File: src/hw/rtl/csvfs_pkg.sv
package csvfs_pkg;

  // fixed byte codes
  localparam logic [7:0] NL_BYTE         = 8'd10;
  localparam logic [7:0] DELIM_RESET     = 8'd44;
  localparam logic [7:0] QUOTE_RESET     = 8'd34;

  // input item kinds
  localparam logic FUNC_BYTE = 1'b0;
  localparam logic FUNC_EOC  = 1'b1;

  // configuration register indexes
  localparam logic [1:0] CFG_DELIMITER = 2'd0;
  localparam logic [1:0] CFG_QUOTE     = 2'd1;
  localparam logic [1:0] CFG_HEADER_EN = 2'd2;

  // parser state carried between bytes
  typedef struct packed {
    logic in_quoted;
    logic quote_pending;
    logic line_has_bytes;
    logic first_line;
  } parse_state_t;

  localparam parse_state_t STATE_RESET = '{
    in_quoted:      1'b0,
    quote_pending:  1'b0,
    line_has_bytes: 1'b0,
    first_line:     1'b1
  };

  // one result item
  typedef struct packed {
    logic       data_valid;
    logic [7:0] data_byte;
    logic       field_end;
    logic       row_end;
    logic       header_row;
  } result_t;

  // active configuration
  typedef struct packed {
    logic [7:0] delimiter_char;
    logic [7:0] quote_char;
    logic       header_enable;
  } csv_cfg_t;

endpackage

File: src/hw/rtl/csvfs_step.sv
module csvfs_step (
  input  logic                    func,
  input  logic [7:0]              text_byte,
  input  csvfs_pkg::csv_cfg_t     cfg,
  input  csvfs_pkg::parse_state_t state,
  output csvfs_pkg::parse_state_t state_nxt,
  output logic                    emit,
  output csvfs_pkg::result_t      result
);

  logic is_quote;
  logic is_delim;
  logic hdr;
  logic quoted_eff;

  assign is_quote = (text_byte == cfg.quote_char);
  assign is_delim = (text_byte == cfg.delimiter_char);
  assign hdr      = cfg.header_enable & state.first_line;

  // a pending quote followed by a non-quote closes quoted mode
  assign quoted_eff = state.quote_pending ? 1'b0 : state.in_quoted;

  // one byte of parsing
  always_comb begin
    state_nxt = state;
    emit      = 1'b0;
    result    = '0;
    result.header_row = hdr;
    if (func == csvfs_pkg::FUNC_EOC) begin
      // flush an unfinished row and restart
      emit             = state.line_has_bytes;
      result.field_end = 1'b1;
      result.row_end   = 1'b1;
      state_nxt        = csvfs_pkg::STATE_RESET;
    end else if (text_byte == csvfs_pkg::NL_BYTE) begin
      // newline always ends the physical line
      emit                     = state.line_has_bytes;
      result.field_end         = 1'b1;
      result.row_end           = 1'b1;
      state_nxt                = csvfs_pkg::STATE_RESET;
      state_nxt.first_line     = 1'b0;
    end else begin
      state_nxt.line_has_bytes = 1'b1;
      state_nxt.quote_pending  = 1'b0;
      if (state.quote_pending && is_quote) begin
        // doubled quote gives one literal quote
        emit              = 1'b1;
        result.data_valid = 1'b1;
        result.data_byte  = text_byte;
      end else if (is_quote) begin
        state_nxt.in_quoted     = 1'b1;
        state_nxt.quote_pending = quoted_eff;
      end else if (is_delim && !quoted_eff) begin
        state_nxt.in_quoted = quoted_eff;
        emit                = 1'b1;
        result.field_end    = 1'b1;
      end else begin
        state_nxt.in_quoted = quoted_eff;
        emit                = 1'b1;
        result.data_valid   = 1'b1;
        result.data_byte    = text_byte;
      end
    end
  end

endmodule

File: src/hw/rtl/csv_field_splitter_core.sv
// channel | dir | handshake          | payload
// in      | in  | in_valid/in_stall  | in_func, in_text_byte
// out     | out | out_valid/out_stall| data_valid, data_byte, field_end, row_end, header_row
// cfg     | in  | cfg_valid/cfg_ready| cfg_index, cfg_data
// one transaction per cycle while in_stall is low; each byte is parsed in the cycle it is taken
// a result appears in the output register in the cycle after its input transaction
// in_stall rises only while the output register is full and out_stall holds it
// rst_n (synchronous) restores delimiter 44, quote 34, header off, first line set
// cfg_ready is always high
module csv_field_splitter_core (
  input  logic       clk,
  input  logic       rst_n,
  input  logic       in_valid,
  output logic       in_stall,
  input  logic       in_func,
  input  logic [7:0] in_text_byte,
  output logic       out_valid,
  input  logic       out_stall,
  output logic       out_data_valid,
  output logic [7:0] out_data_byte,
  output logic       out_field_end,
  output logic       out_row_end,
  output logic       out_header_row,
  input  logic       cfg_valid,
  output logic       cfg_ready,
  input  logic [1:0] cfg_index,
  input  logic [7:0] cfg_data
);

  csvfs_pkg::csv_cfg_t     cfg_r;
  csvfs_pkg::parse_state_t state_r;
  csvfs_pkg::parse_state_t state_nxt;
  csvfs_pkg::result_t      res_r;
  csvfs_pkg::result_t      res_nxt;
  logic                    out_valid_r;
  logic                    emit;
  logic                    in_acc;

  assign cfg_ready = 1'b1;
  assign in_stall  = out_valid_r & out_stall;
  assign in_acc    = in_valid & ~in_stall;

  // configuration registers
  always_ff @(posedge clk) begin
    if (!rst_n) begin
      cfg_r.delimiter_char <= csvfs_pkg::DELIM_RESET;
      cfg_r.quote_char     <= csvfs_pkg::QUOTE_RESET;
      cfg_r.header_enable  <= 1'b0;
    end else if (cfg_valid && cfg_ready) begin
      case (cfg_index)
        csvfs_pkg::CFG_DELIMITER: cfg_r.delimiter_char <= cfg_data;
        csvfs_pkg::CFG_QUOTE:     cfg_r.quote_char     <= cfg_data;
        csvfs_pkg::CFG_HEADER_EN: cfg_r.header_enable  <= cfg_data[0];
        default: ;
      endcase
    end
  end

  // per-byte parse step
  csvfs_step u_step (
    .func      (in_func),
    .text_byte (in_text_byte),
    .cfg       (cfg_r),
    .state     (state_r),
    .state_nxt (state_nxt),
    .emit      (emit),
    .result    (res_nxt)
  );

  // parser state
  always_ff @(posedge clk) begin
    if (!rst_n) begin
      state_r <= csvfs_pkg::STATE_RESET;
    end else if (in_acc) begin
      state_r <= state_nxt;
    end
  end

  // output register
  always_ff @(posedge clk) begin
    if (!rst_n) begin
      out_valid_r <= 1'b0;
    end else if (in_acc) begin
      out_valid_r <= emit;
    end else if (!out_stall) begin
      out_valid_r <= 1'b0;
    end
  end

  always_ff @(posedge clk) begin
    if (in_acc && emit) begin
      res_r <= res_nxt;
    end
  end

  assign out_valid      = out_valid_r;
  assign out_data_valid = res_r.data_valid;
  assign out_data_byte  = res_r.data_byte;
  assign out_field_end  = res_r.field_end;
  assign out_row_end    = res_r.row_end;
  assign out_header_row = res_r.header_row;

  // row end comes only with field end
  a_row_has_field: assert property (@(posedge clk) disable iff (!rst_n)
    out_valid_r |-> (!res_r.row_end || res_r.field_end))
    else $error("row_end without field_end");

  // data and field end never share a transaction
  a_data_xor_end: assert property (@(posedge clk) disable iff (!rst_n)
    out_valid_r |-> !(res_r.data_valid && res_r.field_end))
    else $error("data byte and field end together");

  // header flag only when enabled
  a_header_en: assert property (@(posedge clk) disable iff (!rst_n)
    (out_valid_r && res_r.header_row) |-> cfg_r.header_enable)
    else $error("header flagged while disabled");

  // end of content restarts the parser
  a_eoc_restart: assert property (@(posedge clk) disable iff (!rst_n)
    (in_acc && in_func == csvfs_pkg::FUNC_EOC) |=>
      (state_r.first_line && !state_r.in_quoted && !state_r.line_has_bytes))
    else $error("parser not restarted after end of content");

  // a stalled result is never overwritten
  a_no_overrun: assert property (@(posedge clk) disable iff (!rst_n)
    (out_valid_r && out_stall) |-> !in_acc)
    else $error("input taken while result stalled");

endmodule

File: config.mk
export PLATFORM = sky130hd
export DESIGN_NAME = csv_field_splitter_core
export DESIGN_NICKNAME = d
export VERILOG_FILES = /design/src/hw/rtl/csvfs_pkg.sv /design/src/hw/rtl/csvfs_step.sv /design/src/hw/rtl/csv_field_splitter_core.sv
export SDC_FILE = /design/constraint.sdc
export NUM_CORES = 1
export LEC_CHECK = 0
export BUFFER_PORTS_ARGS = -buffer_cell sky130_fd_sc_hd__buf_2
export CAP_MARGIN = 20
export CORE_MARGIN = 2
export CORE_UTILIZATION = 56
export CTS_BUF_LIST = sky130_fd_sc_hd__clkbuf_16
export DETAILED_ROUTE_END_ITERATION = 6
export PLACE_DENSITY_LB_ADDON = 0.2
export SLEW_MARGIN = 40
export SYNTH_ARGS = -nofsm -noshare
export SYNTH_HDL_FRONTEND = slang
export SYNTH_SLANG_ARGS = --single-unit
File: constraint.sdc
create_clock -name clk -period 3.95 [get_ports clk]
set_input_delay 0.395 -clock clk [delete_from_list [all_inputs] [get_ports clk]]
set_output_delay 0.395 -clock clk [all_outputs]
set_load 0.05 [all_outputs]
* Word-level counts from Yosys, hierarchy flattened
Index checks and enable logic that the tools add are counted.
W data, S select, Z words.
** Word-level totals
- Flip-flop bits (word level) :: 34
- Bits of input ports :: 24
- Logic and storage cells :: 55
** Operators by class
- Eq/ne operators :: 7
- Multiplexer cells :: 19
- Bitwise gates (word level) :: 4
- Reductions and logical operators :: 12
** Operator list (number)
- $mux W9 :: 2
- $eq A8 B8 Y1 :: 2
- $mux W1 :: 13
- $mux W10 :: 1
- $reduce_and A2 Y1 :: 5
- $eq A8 B4 Y1 const B :: 1
- $mux W4 :: 1
- $and A1 B1 Y1 :: 3
- $logic_and A1 B1 Y1 :: 3
- $mux W3 :: 1
- $ne A3 B2 Y1 const B :: 1
- $eq A2 B1 Y1 const B :: 1
- $eq A2 B2 Y1 const B :: 1
- $logic_not A2 Y1 :: 1
- $mux W2 :: 1
- $ne A2 B1 Y1 const B :: 1
- $reduce_bool A2 Y1 :: 1
- $reduce_or A2 Y1 :: 1
- $logic_not A1 Y1 :: 1
- $not A1 Y1 :: 1

* Depth between registers and ports, before layout
- Depth in word-level cells :: 6
- Gate-level depth with buffers :: 5
- Gate-level depth less buffers :: 5

* Modules after synthesis
A second synthesis with hierarchy kept.
** Second synthesis, totals
- Cells, all modules :: 157
- Area, all modules :: 1669.1 µm²
** Modules (own cells, without submodules)
- csv_field_splitter_core :: times used 1, cells each 107, area an instance 1272.5 µm², sequential area each 800.8 µm²
- csvfs_step :: times used 1, cells each 50, area an instance 396.6 µm², sequential area each 0.0 µm²

* Worst setup path before layout
Ideal clock, no wire load.
- Path type :: register to register
- Start :: register out_valid_r, in the netlist out_valid
- End :: register res_r, in the netlist out_data_byte[0] (enable)
- Library setup time :: 0.396 ns
- Arrival :: 2.067 ns
- Data required time :: 3.554 ns
- Setup slack :: 1.486 ns
- Cell stages (with the launch flop) :: 4
- Path buffers :: 0
- Clock period less this slack :: 2.464 ns
- Path through :: dfxtp_1 > and2_1 > nand2b_1 > nor3_1
** On the way
- Longest elaborated chain between the ends :: 4
** RTL lines
- from (decl) :: line csv_field_splitter_core.sv:35 : logic out_valid_r;
- from (signal assigned) :: line csv_field_splitter_core.sv:84 : out_valid_r <= emit;
- $and A1 B1 Y1 :: line csv_field_splitter_core.sv:40 : assign in_stall = out_valid_r & out_stall;
- via in_stall :: line csv_field_splitter_core.sv:14 : output logic in_stall,
- $not A1 Y1 :: line csv_field_splitter_core.sv:41 : assign in_acc = in_valid & ~in_stall;
- $and A1 B1 Y1 :: line csv_field_splitter_core.sv:41
- $logic_and A1 B1 Y1 :: line csv_field_splitter_core.sv:91 : if (in_acc && emit) begin
- to (signal assigned) :: line csv_field_splitter_core.sv:92 : res_r <= res_nxt;
- to (decl) :: line csv_field_splitter_core.sv:33 : csvfs_pkg::result_t res_r;
The timed path passes the listed nets, and every way through them passes these cells.
A chain may end at the register's enable or synchronous reset.

* Final worst setup path
- Start :: register cfg_r[2] (netlist name)
- End :: register res_r, in the netlist out_data_byte[5], data pin
** On the way
- Longest elaborated chain between the ends :: 3
** RTL lines
- from (decl) :: line csv_field_splitter_core.sv:30 : csvfs_pkg::csv_cfg_t cfg_r;
- $eq A8 B8 Y1 * :: line csvfs_step.sv:16 : assign is_quote = (text_byte == cfg.quote_char);
- $mux W10 or $logic_and A1 B1 Y1 (tied branches) :: line csvfs_step.sv:50, csvfs_step.sv:45
- $mux W9 * :: line csvfs_step.sv:45 : if (state.quote_pending && is_quote) begin
Mark *: on every way between the ends. The rest lies on a longest branch, timed or not.

==> results.cfg <==
[routing]
drtPass1Iterations = 4
via_count = 1193
post_drt_via_cell_ratio = 5.63
totalWireLength_um = 3240
drc = 0
drtIter0Drc = 40
ant_nets = 0
avgRoutedWirePerCell_um = 15.3

[final_layout]
regArea_sq_um = 801
antenna_cells = 0
nFillCells = 217
layout-drive-gt1-share_pct = 27.1
final_cells = 212
fin_util_pct = 70.8
multi_input_area_sq_um = 736
finalNetCount = 204
area_growth_pct = 21.9

[clock_tree]
cts_resized = 0
clk_latency_ns = 0.27
clock_path_buffers = 2
cts_tree = yes
cts.htree.levels = 2
clkTransAtPathRegs_ns = 0.05
post_cts_buffers = 0
numCtsBuffers = 5
ctsHoldBuffers = 0
root_buffer = clkbuf_16
cts.sinks = 34

[setup_path]
cp.arrival_ns = 1.78
slowest_delay_ns = 0.65
cp_slowest_cell = o31ai_2
critPathKind = flop to flop
critPathBufInv = 0
critPathCaptureType = flop
cpLargestDelayFamily = compound AO/OA/AOI/OAI gates
path_max_fanout = 9
required_ns = 3.94
start_kind = flop
worstPathCellList = xnor2_1, nand4_1, o31ai_2, nor3b_1

[grt]
grt_pass1_vias = 1147
grt_overflow = 0
grt_first_pass_wirelength_um = 5220
antenna_found_initial = 0
track_usage_pct = 21.0
grt_max_degree = 26

[min_path]
min_path_type = input pin to flop

[yosys]
synth_edf_count = 12
postSynthCellCount = 140
synth_cell_type_count = 34
syn-num-nets = 164
netlist_top_cells_area = dfxtp_1 (28%), edfxtp_1 (23%), mux2i_1 (11%)
ys_ff_latch = 34
yosysTopAreaCellShare_pct = 28.0
ys_async_sr_fraction_pct = 0
synthesis.area_sq_um = 1570
synth_top_cell_by_area = dfxtp_1
synth_seq_area_share_pct = 50.9
synth_ff_type = dfxtp_1
yosysWarnings = 0
syn_avg_cell_area_sq_um = 11.2

[placed_design]
gp_congestion = 0.832
dp.cells = 204
io_buffers = 37
hpwl_um = 2330

[die]
rows = 19
start_util_pct = 58.1
fp.dieH_um = 57.0
die_area_sq_um = 3250
die-width_um = 57.0
core_area_sq_um = 2710
pin_count = 39

[timing]
hold_viol_final = 0
rsz0062_at_grt = false
min_period_ns = 1.80
post-route-period-util_pct = 45.4
final-setup-viol-count = 0
fmax_mhz = 557
fin_tns_setup_ns = 0
skew_ns = 0.00311
drv_slew = 0
relSlewSlack_pct = 55.8
tightest_slew_ns = 0.659

[job]
maxCapViolations = 0

[run_status]
status = complete, no violations

[pwr]
p_leak_nw = 0.791
power.density_nw_per_um2 = 444
ir_drop_v = 0.000345
[state kept, by name, summed over array words and instances, names as in the netlist]
name and cells:
cfg_r 17, out_data_byte 8, out_data_valid 1, out_field_end 1, out_header_row 1, out_row_end 1, out_valid 1, state_r 4
[per-layer routing]
layer	vias up	global-route usage, %	part of all wire [%]
li1	575	-	-
met1	559	25.1	41
met2	49	35.6	50
met3	10	5.67	6.3
met4	0	9.30	2.3
met5	-	0	0
[through the flow]
stage / power (mW) / setup slack (ns) / hold WS (ns) / instance area [sq um]
final: 0.853 / 2.15 / 0.358 / 1920
after global placement: 0.501 / 2.02 / 0.452 / 1780
after global routing: 0.882 / 2.05 / 0.381 / 1920
after CTS: 0.855 / 2.17 / 0.356 / 1920
after floorplan: 0.468 / 1.49 / 0.444 / 1570
after detailed placement: 0.504 / 2.00 / 0.479 / 1780
[cell families (layout without fill, tap and decap cells)]
family	after synthesis	after routing	synth area share [%]
AO/OA/AOI/OAI	11	11	6.20
XOR/XNOR	16	16	8.90
buffers and inverters	8	49	2.38
flip-flops	34	34	50.9
multiplexers	17	17	10.8
other	1	1	0.238
AND/OR/NAND/NOR	53	53	20.6
[cells in the mapped netlist, types with 3 or more instances]
master	count
nor2b_1	12
nor3b_1	9
xor2_1	8
nand2_1	11
nand3_1	4
xnor2_1	8
buf_2	3
mux2i_1	17
edfxtp_1	12
dfxtp_1	22
[path summary, 6_finish.rpt]
path / cells past startpoint / end / slack [ns] / start
max reg2reg: 4 / out_data_byte[5] / 2.15 / cfg_r[2]
min: 3 / cfg_r[11] / 0.36 / cfg_data[2]
min reg2reg: 2 / state_r[1] / 0.48 / state_r[1]
max: 4 / out_data_byte[5] / 2.15 / cfg_r[2]
[layout make-up]
cell class              instances  share of cell area, %
repair buffers                 39                   10.4
multi-input cells              98                   38.3
clock inverters                 3                  0.587
inverters                       2                  0.391
clock buffers                   5                   6.52
flip-flops and latches         34                   41.7
well taps                      31                   2.02
[worst min-delay path: stages]
cell,delay (ns)
buf_2,0.09
mux2i_1,0.06
nand2_1,0.05
[layout by cell type (no fill, tap or decap)]
cell type / count
xnor2_1: 8
nor4_1: 2
nand3_1: 4
nand3b_1: 2
clkbuf_16: 5
nor3_1: 2
dfxtp_1: 22
a2111o_1: 1
nand2_1: 11
o21ai_0: 1
a21boi_0: 2
xor2_1: 8
o21ai_1: 1
a21oi_4: 1
nand2b_1: 2
nand4_1: 2
inv_1: 4
nor4b_2: 2
mux2i_1: 17
a21oi_1: 1
o31ai_2: 1
o221ai_1: 1
o31ai_1: 1
or4_1: 1
inv_2: 1
buf_4: 2
buf_2: 37
o2111a_1: 1
conb_1: 1
and2_1: 2
edfxtp_1: 12
nor2_1: 2
nor2b_1: 12
nor3b_1: 9
[power breakdown]
group	switching, mW	internal (mW)	leakage (nW)
registers	0.00662	0.379	0.295
logic	0.0731	0.0396	0.419
clock network	0.128	0.226	0.0776
Note: power is estimated with default switching activity, not from simulation.
